<file path="config.mk">
export PLATFORM = sky130hd
export DESIGN_NAME = rds_text_and_name_assembler_unit_flat
export DESIGN_NICKNAME = d
export VERILOG_FILES = /design/src/rtl/rtna_pkg.sv /design/src/rtl/rtna_if.sv /design/src/rtl/rds_text_and_name_assembler_unit.sv /design/src/flat_wrapper.sv
export VERILOG_INCLUDE_DIRS = /design/src /design/src/rtl
export SDC_FILE = /design/constraint.sdc
export NUM_CORES = 1
export LEC_CHECK = 0
export BUFFER_PORTS_ARGS = -buffer_cell sky130_fd_sc_hd__buf_4
export CELL_PAD_IN_SITES_DETAIL_PLACEMENT = 1
export CELL_PAD_IN_SITES_GLOBAL_PLACEMENT = 1
export CORE_MARGIN = 5
export CORE_UTILIZATION = 45
export CTS_CLUSTER_DIAMETER = 30
export DETAILED_ROUTE_END_ITERATION = 7
export PLACE_DENSITY_LB_ADDON = 0.1
export SLEW_MARGIN = 10
export SYNTH_ARGS = -nofsm -noshare
export SYNTH_HDL_FRONTEND = slang
export SYNTH_SLANG_ARGS = --single-unit
</file>
<file path="constraint.sdc">
create_clock -name clk -period 4.8 [get_ports clk]
set_clock_uncertainty 0.2 [all_clocks]
set_input_delay 0.96 -clock clk [delete_from_list [all_inputs] [get_ports clk]]
set_output_delay 0.96 -clock clk [all_outputs]
set_load 0.05 [all_outputs]
</file>
<file path="src/rtl/assert_macros.svh">
// Assertion macros shared by the RDS text and name assembler RTL.
// No dependencies; included by files that carry concurrent checks.
`ifndef ASSERT_MACROS_SVH
`define ASSERT_MACROS_SVH

// Same-cycle implication, disabled while reset is high
`define ASSERT_IMPLIES(label, clk, rst, ante, cons) \
  label: assert property (@(posedge clk) disable iff (rst) (ante) |-> (cons)) \
    else $error("assertion failed: same-cycle implication");

// Next-cycle implication, disabled while reset is high
`define ASSERT_NEXT(label, clk, rst, ante, cons) \
  label: assert property (@(posedge clk) disable iff (rst) (ante) |=> (cons)) \
    else $error("assertion failed: next-cycle implication");

`endif

</file>
<file path="src/rtl/rtna_pkg.sv">
// Package for the RDS text and name assembler: beat payload types,
// command, variant and register codes. No dependencies.
`default_nettype none

package rtna_pkg;

  // Command codes
  localparam logic [2:0] CMD_GROUP       = 3'd0;
  localparam logic [2:0] CMD_READ_NAME   = 3'd1;
  localparam logic [2:0] CMD_READ_TEXT_A = 3'd2;
  localparam logic [2:0] CMD_READ_TEXT_B = 3'd3;
  localparam logic [2:0] CMD_CLEAR       = 3'd4;

  // Radiotext variant codes
  localparam logic [1:0] VARIANT_A    = 2'd0;
  localparam logic [1:0] VARIANT_B    = 2'd1;
  localparam logic [1:0] VARIANT_NONE = 2'd2;

  // Group codes (type and version bits) carrying radiotext
  localparam logic [4:0] GROUP_2A = 5'd4;
  localparam logic [4:0] GROUP_2B = 5'd5;

  // Configuration register indexes
  localparam logic [1:0] REG_NAME_LIMIT = 2'd0;
  localparam logic [1:0] REG_TEXT_A_GOAL = 2'd1;
  localparam logic [1:0] REG_TEXT_B_GOAL = 2'd2;

  // Register reset values
  localparam logic [15:0] NAME_LIMIT_RESET  = 16'd500;
  localparam logic [4:0]  TEXT_A_GOAL_RESET = 5'd10;
  localparam logic [4:0]  TEXT_B_GOAL_RESET = 5'd8;

  // Store geometry
  localparam int NAME_SEGS    = 4;
  localparam int TEXT_SEGS    = 16;
  localparam int TEXT_A_LEN   = 64;
  localparam int TEXT_B_LEN   = 32;
  localparam logic [2:0] NAME_SEG_DONE = 3'd4;

  typedef struct packed {
    logic [2:0]  command;
    logic [15:0] block_b;
    logic [15:0] block_c;
    logic [15:0] block_d;
    logic        sync_ok;
    logic [5:0]  read_index;
  } item_t;

  typedef struct packed {
    logic [4:0] group_code;
    logic [4:0] programme_type;
    logic       group_valid;
    logic [7:0] char_out;
    logic       name_ready;
    logic       text_ready;
    logic [1:0] text_variant;
  } result_t;

  typedef struct packed {
    logic [1:0]  index;
    logic [15:0] data;
  } cfg_write_t;

endpackage

`default_nettype wire

</file>
<file path="src/rtl/rtna_if.sv">
// Valid/ready channel interfaces of the RDS text and name assembler.
// Depends on rtna_pkg for the beat payload types.
`default_nettype none

interface rtna_item_if;
  logic                 valid;
  logic                 ready;
  rtna_pkg::item_t      data;
  modport source (output valid, output data, input ready);
  modport sink   (input valid, input data, output ready);
endinterface

interface rtna_result_if;
  logic                 valid;
  logic                 ready;
  rtna_pkg::result_t    data;
  modport source (output valid, output data, input ready);
  modport sink   (input valid, input data, output ready);
endinterface

interface rtna_cfg_if;
  logic                 valid;
  logic                 ready;
  rtna_pkg::cfg_write_t data;
  modport source (output valid, output data, input ready);
  modport sink   (input valid, input data, output ready);
endinterface

`default_nettype wire

</file>
<file path="src/rtl/rds_text_and_name_assembler_unit.sv">
// RDS programme-service name and radiotext assembler, top level.
// Depends on rtna_pkg, the channel interfaces in rtna_if and assert_macros.svh.
//
// Each item beat carries one command: a group (blocks B, C, D and sync flag),
// a character read, or a clear. Every item produces exactly one result beat,
// registered, in the cycle after the item is taken. One item is accepted per
// cycle; the only thing that holds input back is a result still waiting at
// the output register. The name store (4 segments of 2 chars), text A store
// (16 rows of 4 chars) and text B store (16 rows of 2 chars) are flip-flop
// rows; text rows carry valid bits so a clear command empties them at once.
// Configuration writes are always accepted, one per cycle; index 3 is ignored.
`default_nettype none
`include "assert_macros.svh"

module rds_text_and_name_assembler_unit (
  input  wire logic     clk,
  input  wire logic     rst,
  rtna_item_if.sink     item,
  rtna_result_if.source result,
  rtna_cfg_if.sink      cfg
);
  import rtna_pkg::*;

  // Configuration registers
  logic [15:0] name_limit;
  logic [4:0]  a_goal;
  logic [4:0]  b_goal;

  // Assembly state
  logic [3:0]  name_marks, name_marks_next;
  logic [2:0]  name_count, name_count_next;
  logic        name_done, name_done_next;
  logic [15:0] name_rows [NAME_SEGS];
  logic [15:0] a_marks, a_marks_next;
  logic [4:0]  a_count, a_count_next;
  logic [31:0] a_rows [TEXT_SEGS];
  logic [15:0] a_row_valid, a_row_valid_next;
  logic [15:0] b_marks, b_marks_next;
  logic [4:0]  b_count, b_count_next;
  logic [15:0] b_rows [TEXT_SEGS];
  logic [15:0] b_row_valid, b_row_valid_next;
  logic        text_done, text_done_next;
  logic [1:0]  last_variant, last_variant_next;

  // Output register
  logic        res_valid;
  result_t     res_data, res_data_next;

  // Decode and write strobes
  logic        go;
  item_t       it;
  logic [1:0]  name_seg;
  logic [3:0]  text_seg;
  logic [4:0]  code;
  logic        name_wr, a_wr, b_wr;
  logic [31:0] a_row_rd, a_shift;
  logic [15:0] b_row_rd, name_row_rd;

  assign it   = item.data;
  assign go   = item.valid && item.ready;
  assign item.ready   = !res_valid || result.ready;
  assign result.valid = res_valid;
  assign result.data  = res_data;
  assign cfg.ready    = 1'b1;

  assign name_seg = it.block_b[1:0];
  assign text_seg = it.block_b[3:0];
  assign code     = it.block_b[15:11];

  // Read-side row selection
  assign name_row_rd = name_rows[it.read_index[2:1]];
  assign a_row_rd    = a_row_valid[it.read_index[5:2]] ? a_rows[it.read_index[5:2]] : '0;
  assign a_shift     = a_row_rd >> {~it.read_index[1:0], 3'b000};
  assign b_row_rd    = b_row_valid[it.read_index[4:1]] ? b_rows[it.read_index[4:1]] : '0;

  // Per-item update of state and result
  always_comb begin
    name_marks_next   = name_marks;
    name_count_next   = name_count;
    name_done_next    = name_done;
    a_marks_next      = a_marks;
    a_count_next      = a_count;
    a_row_valid_next  = a_row_valid;
    b_marks_next      = b_marks;
    b_count_next      = b_count;
    b_row_valid_next  = b_row_valid;
    text_done_next    = text_done;
    last_variant_next = last_variant;
    name_wr = 1'b0;
    a_wr    = 1'b0;
    b_wr    = 1'b0;
    res_data_next = '0;

    unique case (it.command)
      CMD_GROUP: begin
        // name segment, taken regardless of sync
        if (!name_marks[name_seg] && (it.block_b < name_limit)) begin
          name_wr         = 1'b1;
          name_marks_next = name_marks | (4'b0001 << name_seg);
          name_count_next = name_count + 3'd1;
        end
        if (name_count_next == NAME_SEG_DONE) begin
          name_done_next  = 1'b1;
          name_count_next = '0;
          name_marks_next = '0;
        end
        // radiotext, only with sync
        if (it.sync_ok) begin
          res_data_next.group_code     = code;
          res_data_next.programme_type = it.block_b[9:5];
          res_data_next.group_valid    = 1'b1;
          if (code == GROUP_2A) begin
            last_variant_next = VARIANT_A;
            if (!a_marks[text_seg]) begin
              a_wr = 1'b1;
              a_row_valid_next[text_seg] = 1'b1;
              a_marks_next[text_seg]     = 1'b1;
              a_count_next               = a_count + 5'd1;
            end
            if (a_count_next >= a_goal) begin
              text_done_next = 1'b1;
              a_marks_next   = '0;
              a_count_next   = '0;
            end
          end else if (code == GROUP_2B) begin
            last_variant_next = VARIANT_B;
            if (!b_marks[text_seg]) begin
              b_wr = 1'b1;
              b_row_valid_next[text_seg] = 1'b1;
              b_marks_next[text_seg]     = 1'b1;
              b_count_next               = b_count + 5'd1;
            end
            if (b_count_next >= b_goal) begin
              text_done_next = 1'b1;
              b_marks_next   = '0;
              b_count_next   = '0;
            end
          end
        end
      end
      CMD_READ_NAME: begin
        if (it.read_index[5:3] == 3'd0) begin
          res_data_next.char_out = it.read_index[0] ? name_row_rd[7:0] : name_row_rd[15:8];
        end
      end
      CMD_READ_TEXT_A: begin
        res_data_next.char_out = a_shift[7:0];
      end
      CMD_READ_TEXT_B: begin
        if (!it.read_index[5]) begin
          res_data_next.char_out = it.read_index[0] ? b_row_rd[7:0] : b_row_rd[15:8];
        end
      end
      CMD_CLEAR: begin
        name_marks_next   = '0;
        name_count_next   = '0;
        name_done_next    = 1'b0;
        a_marks_next      = '0;
        a_count_next      = '0;
        a_row_valid_next  = '0;
        b_marks_next      = '0;
        b_count_next      = '0;
        b_row_valid_next  = '0;
        text_done_next    = 1'b0;
        last_variant_next = VARIANT_NONE;
      end
      default: begin
        // unused command codes: no state change
      end
    endcase

    res_data_next.name_ready   = name_done_next;
    res_data_next.text_ready   = text_done_next;
    res_data_next.text_variant = last_variant_next;
  end

  // Configuration registers
  always_ff @(posedge clk) begin
    if (rst) begin
      name_limit <= NAME_LIMIT_RESET;
      a_goal     <= TEXT_A_GOAL_RESET;
      b_goal     <= TEXT_B_GOAL_RESET;
    end else if (cfg.valid) begin
      unique case (cfg.data.index)
        REG_NAME_LIMIT:  name_limit <= cfg.data.data;
        REG_TEXT_A_GOAL: a_goal     <= cfg.data.data[4:0];
        REG_TEXT_B_GOAL: b_goal     <= cfg.data.data[4:0];
        default: ;
      endcase
    end
  end

  // Control state and output register
  always_ff @(posedge clk) begin
    if (rst) begin
      name_marks   <= '0;
      name_count   <= '0;
      name_done    <= 1'b0;
      a_marks      <= '0;
      a_count      <= '0;
      a_row_valid  <= '0;
      b_marks      <= '0;
      b_count      <= '0;
      b_row_valid  <= '0;
      text_done    <= 1'b0;
      last_variant <= VARIANT_NONE;
      res_valid    <= 1'b0;
    end else begin
      if (go) begin
        name_marks   <= name_marks_next;
        name_count   <= name_count_next;
        name_done    <= name_done_next;
        a_marks      <= a_marks_next;
        a_count      <= a_count_next;
        a_row_valid  <= a_row_valid_next;
        b_marks      <= b_marks_next;
        b_count      <= b_count_next;
        b_row_valid  <= b_row_valid_next;
        text_done    <= text_done_next;
        last_variant <= last_variant_next;
        res_valid    <= 1'b1;
      end else if (result.ready) begin
        res_valid <= 1'b0;
      end
    end
  end

  // Result payload
  always_ff @(posedge clk) begin
    if (go) begin
      res_data <= res_data_next;
    end
  end

  // Name store: resets to zero, kept across clear
  always_ff @(posedge clk) begin
    if (rst) begin
      for (int i = 0; i < NAME_SEGS; i++) begin
        name_rows[i] <= '0;
      end
    end else if (go && name_wr) begin
      name_rows[name_seg] <= it.block_d;
    end
  end

  // Text stores: rows qualified by valid bits
  always_ff @(posedge clk) begin
    if (go && a_wr) begin
      a_rows[text_seg] <= {it.block_c, it.block_d};
    end
    if (go && b_wr) begin
      b_rows[text_seg] <= it.block_d;
    end
  end

  // Checks
  `ASSERT_IMPLIES(a_name_count_range, clk, rst, 1'b1, name_count < NAME_SEG_DONE)
  `ASSERT_IMPLIES(a_name_count_marks, clk, rst, 1'b1, $countones(name_marks) == name_count)
  `ASSERT_NEXT(a_sync_group_valid, clk, rst, go && it.command == CMD_GROUP && it.sync_ok, res_valid && res_data.group_valid)
  `ASSERT_NEXT(a_clear_flags, clk, rst, go && it.command == CMD_CLEAR, !name_done && !text_done && last_variant == VARIANT_NONE)

endmodule

`default_nettype wire
</file>
<file path="src/flat_wrapper.sv">
// flat-port wrapper written by rule: the top's interface ports become plain ports
module rds_text_and_name_assembler_unit_flat import rtna_pkg::*;
  (clk, rst, item_valid, item_data, item_ready, result_valid, result_data, result_ready, cfg_valid, cfg_data, cfg_ready);
  rtna_item_if item_i ();
  rtna_result_if result_i ();
  rtna_cfg_if cfg_i ();
  input  wire logic clk;
  input  wire logic rst;
  input wire logic [$bits(item_i.valid)-1:0] item_valid;
  input wire logic [$bits(item_i.data)-1:0] item_data;
  output wire logic [$bits(item_i.ready)-1:0] item_ready;
  output wire logic [$bits(result_i.valid)-1:0] result_valid;
  output wire logic [$bits(result_i.data)-1:0] result_data;
  input wire logic [$bits(result_i.ready)-1:0] result_ready;
  input wire logic [$bits(cfg_i.valid)-1:0] cfg_valid;
  input wire logic [$bits(cfg_i.data)-1:0] cfg_data;
  output wire logic [$bits(cfg_i.ready)-1:0] cfg_ready;
  assign item_i.valid = item_valid;
  assign item_i.data = item_data;
  assign item_ready = item_i.ready;
  assign result_valid = result_i.valid;
  assign result_data = result_i.data;
  assign result_i.ready = result_ready;
  assign cfg_i.valid = cfg_valid;
  assign cfg_i.data = cfg_data;
  assign cfg_ready = cfg_i.ready;
  rds_text_and_name_assembler_unit u_core (.clk(clk), .rst(rst), .item(item_i), .result(result_i), .cfg(cfg_i));
endmodule
</file>
==> results.yml <==
grt:
  grt_first_pass_wirelength_um: 157000
  grt_util_all_layers: 0.234
  globalRoute.totalOverflow: 0
  antenna_found_initial: 0
  grt_start_max_net_pins: 69
  first_global_vias: 24000
cts:
  cts_setup_buffers: 0
  ctsHoldBuffers: 0
  cts_buffer_depth: 3
  root_buffer: "clkbuf_16"
  cts_inserted_buffers: 190
  insertion_delay_ns: 0.74
  tritoncts: "yes"
  cts_max_level: 4
  cts-resized-gates: 0
  cts_sinks: 967
  path_clk_slew_ns: 0.04
floorplanning:
  initial_utilization: 0.453
  fp.dieH_um: 302
  chipWidth_um: 302
  num_io_pins: 107
  die-area_um2: 91400
  num_rows: 107
  core_area_um2: 85000
routing:
  drt_first_pass_iters: 5
  avgViaCountPerCell: 5.79
  wl_um: 106000
  post_drt_wl_per_cell_um: 28.0
  drc: 0
  routed-via-count: 22000
  final_antenna_net_count: 0
  drt_iter0_markers: 1688
setup_path:
  crit_required_ns: 5.26
  cp-end-kind: "flip-flop"
  reg2reg_from: "u_core.b_marks[3]$_SDFFE_PP0P_"
  rr_endpoint: "u_core.b_count[4]$_SDFFE_PP0P_"
  worstRegToRegCells: 12
  cp-start-kind: "primary input"
  r2r_setup_slack_ns: 1.24
  cp_max_fo: 14
  arrival_ns: 4.24
  critPathKind: "in2reg"
placement:
  port_buffers: 105
  preCtsSetupSlack_ns: 0.291
  place_hpwl_um: 62500
  place.gp.congestion: 0.789
final_layout:
  fill_cells: 7594
  final_common_cell: "edfxtp_1"
  final_cell_mix: "edfxtp_1, buf_4, clkbuf_16, mux2i_1, mux4_2"
  drive_above_1_share: 0.284
  nets: 2597
  area_delta_synth_final_pct: 24.9
timing:
  setup_viol_count_final: 0
  min_period_ns: 3.78
  worst_pin_slew_ns: 1.18
  drv_slew: 0
  timing.final.ws_setup_ns: 1.02
  setup_tns_ns: 0
  fmax_ghz: 0.265
  report.final.hold_viol_count: 0
  slew_headroom: 0.205
  post-route-period-util: 0.787
  rsz0062_at_grt: "false"
run:
  max_cap_viol_count: 0
synthesis:
  synth_warnings: 0
  synth.avg_cell_area_um2: 17.4
  synth_edf_count: 855
  ys_types: 69
  synth_fa_ha_area_frac: 0.00911
  synth_top_family_by_area: "multiplexers"
  synthCells: 2213
  synthXorXnorAreaFrac: 0.00205
  synth-simple-area-share: 0.0536
  synth-main-ff-cell: "edfxtp_1"
  async_flop_share: 0
  synth-compound-area-share: 0.0535
  syn-cell-area_um2: 38500
  seq_area_frac_synth: 0.726
  muxShareOfSynthArea: 0.139
  ys_ff_latch: 967
  synth_nets: 2322
power:
  p_per_area_nw_per_um2: 498
  cellLeakagePower_nw: 16.7
  max-vdd-ir-drop_v: 0.000434
worst_hold_path:
  whs_endpoint: "u_core.name_limit[9]$_SDFFE_PP0P_"
  worst_hold_path_type: "reg2reg"
  holdPathStages: 2
  hold_path_startpoint: "u_core.name_limit[9]$_SDFFE_PP0P_"
outcome:
  status: "complete, no violations"
## cell families (layout without fill, tap and decap cells)
group           Yosys count  count (layout)
simple gates            400             400
mux                     339             339
fa+ha+maj                28              28
xor+xnor                  9               9
compound gates          309             309
flops                   967             967
other cells               1               2
buf+inv                 160             600
## area by class of cell
| class | count | area (um^2) | share of cell area |
|---|---|---|---|
| well taps | 1144 | 1430 | 0.0298 |
| repair buffers | 208 | 1670 | 0.0348 |
| clock buffers | 209 | 4960 | 0.103 |
| diodes | 1 | 2.50 | 0.0000521 |
| multi-input cells | 1086 | 10100 | 0.210 |
| flip-flops and latches | 967 | 27900 | 0.581 |
| inverters | 35 | 131 | 0.00273 |
| clock inverters | 148 | 1860 | 0.0386 |
## power breakdown
| part | internal (mW) | switching (mW) | leakage (nW) |
|---|---|---|---|
| sequential | 9.21 | 0.0166 | 8.69 |
| clock | 9.35 | 4.49 | 3.29 |
| combinational | 0.322 | 0.572 | 4.76 |
## cells in the mapped netlist, types with 19 or more instances
cell type | count | area [um^2]
and3_1 | 37 | 231
clkbuf_1 | 77 | 289
mux4_2 | 155 | 3490
o22ai_1 | 66 | 413
a21oi_1 | 61 | 305
buf_1 | 19 | 71.3
nor2_1 | 115 | 432
nor4_1 | 19 | 119
dfxtp_1 | 112 | 2240
mux2i_1 | 165 | 1650
o21ai_0 | 20 | 100
mux2_2 | 19 | 214
edfxtp_1 | 855 | 25700
buf_2 | 27 | 135
inv_1 | 33 | 124
nand2_1 | 86 | 323
and2_1 | 54 | 338
a22oi_1 | 49 | 368
ha_1 | 28 | 350
o211ai_1 | 24 | 180
o21a_1 | 36 | 270
nand3_1 | 20 | 100
## flip-flops by register name (all words and copies together) (netlist names), 2 cells and up
name and count:
u_core.a_count 5, u_core.a_goal 5, u_core.name_marks 4, u_core.b_goal 5, u_core.name_count 3, u_core.a_marks 16, u_core.a_rows 512, u_core.name_rows 64
u_core.name_limit 16, u_core.b_count 5, u_core.b_marks 16, u_core.a_row_valid 16, u_core.result.data 23, u_core.last_variant 2, u_core.b_row_valid 16, u_core.b_rows 256
## layer usage
layer  global-route usage  share of wire  vias to the layer above
li1                     -              -                     9515
met1                0.321           0.43                    11700
met2                0.387           0.50                      660
met3               0.0439          0.055                      137
met4               0.0660          0.021                        0
met5                    0              0                        -
## worst max-delay path, cell delays in order
cell and delay [ns]:
buf_4 0.23, mux4_2 0.55, a22oi_1 0.18, and3_1 0.29, nand2_1 0.15, xnor2_1 0.16
ha_1 0.30, a21o_1 0.16, a31oi_1 0.20, o211ai_1 0.23, nand2b_1 0.26, or4_1 0.43
a21oi_1 0.15
## how the worst max path moves through the flow
stage,startpoint,to,slack (ns),cells past startpoint
3_5_place_dp,item_data[39],u_core.b_count[4]$_SDFFE_PP0P_,0.29,13
6_report,item_data[39],u_core.b_count[4]$_SDFFE_PP0P_,1.02,13
3_3_place_gp,item_data[39],u_core.result.data[2]$_DFFE_PP_,0.42,11
4_1_cts,item_data[39],u_core.b_count[4]$_SDFFE_PP0P_,1.08,13
5_1_grt,item_data[39],u_core.b_count[4]$_SDFFE_PP0P_,0.84,13
2_1_floorplan,item_data[39],u_core.a_rows[14][0]$_DFFE_PP_,0.39,7
## stage by stage
stage                util  cell area [um^2]  cells  hold slack (ns)  power (mW)
finish              0.565             48100   3798            0.255        24.0
floorplan               -             38500   2213            0.222        9.87
global placement    0.485             41200   3440            0.238        10.3
detailed placement  0.485             41200   3440            0.250        10.3
CTS                 0.565             48000   3797            0.210        24.2
global route        0.565             48000   3797            0.247        24.7
Power figures use the tool's default switching activity.
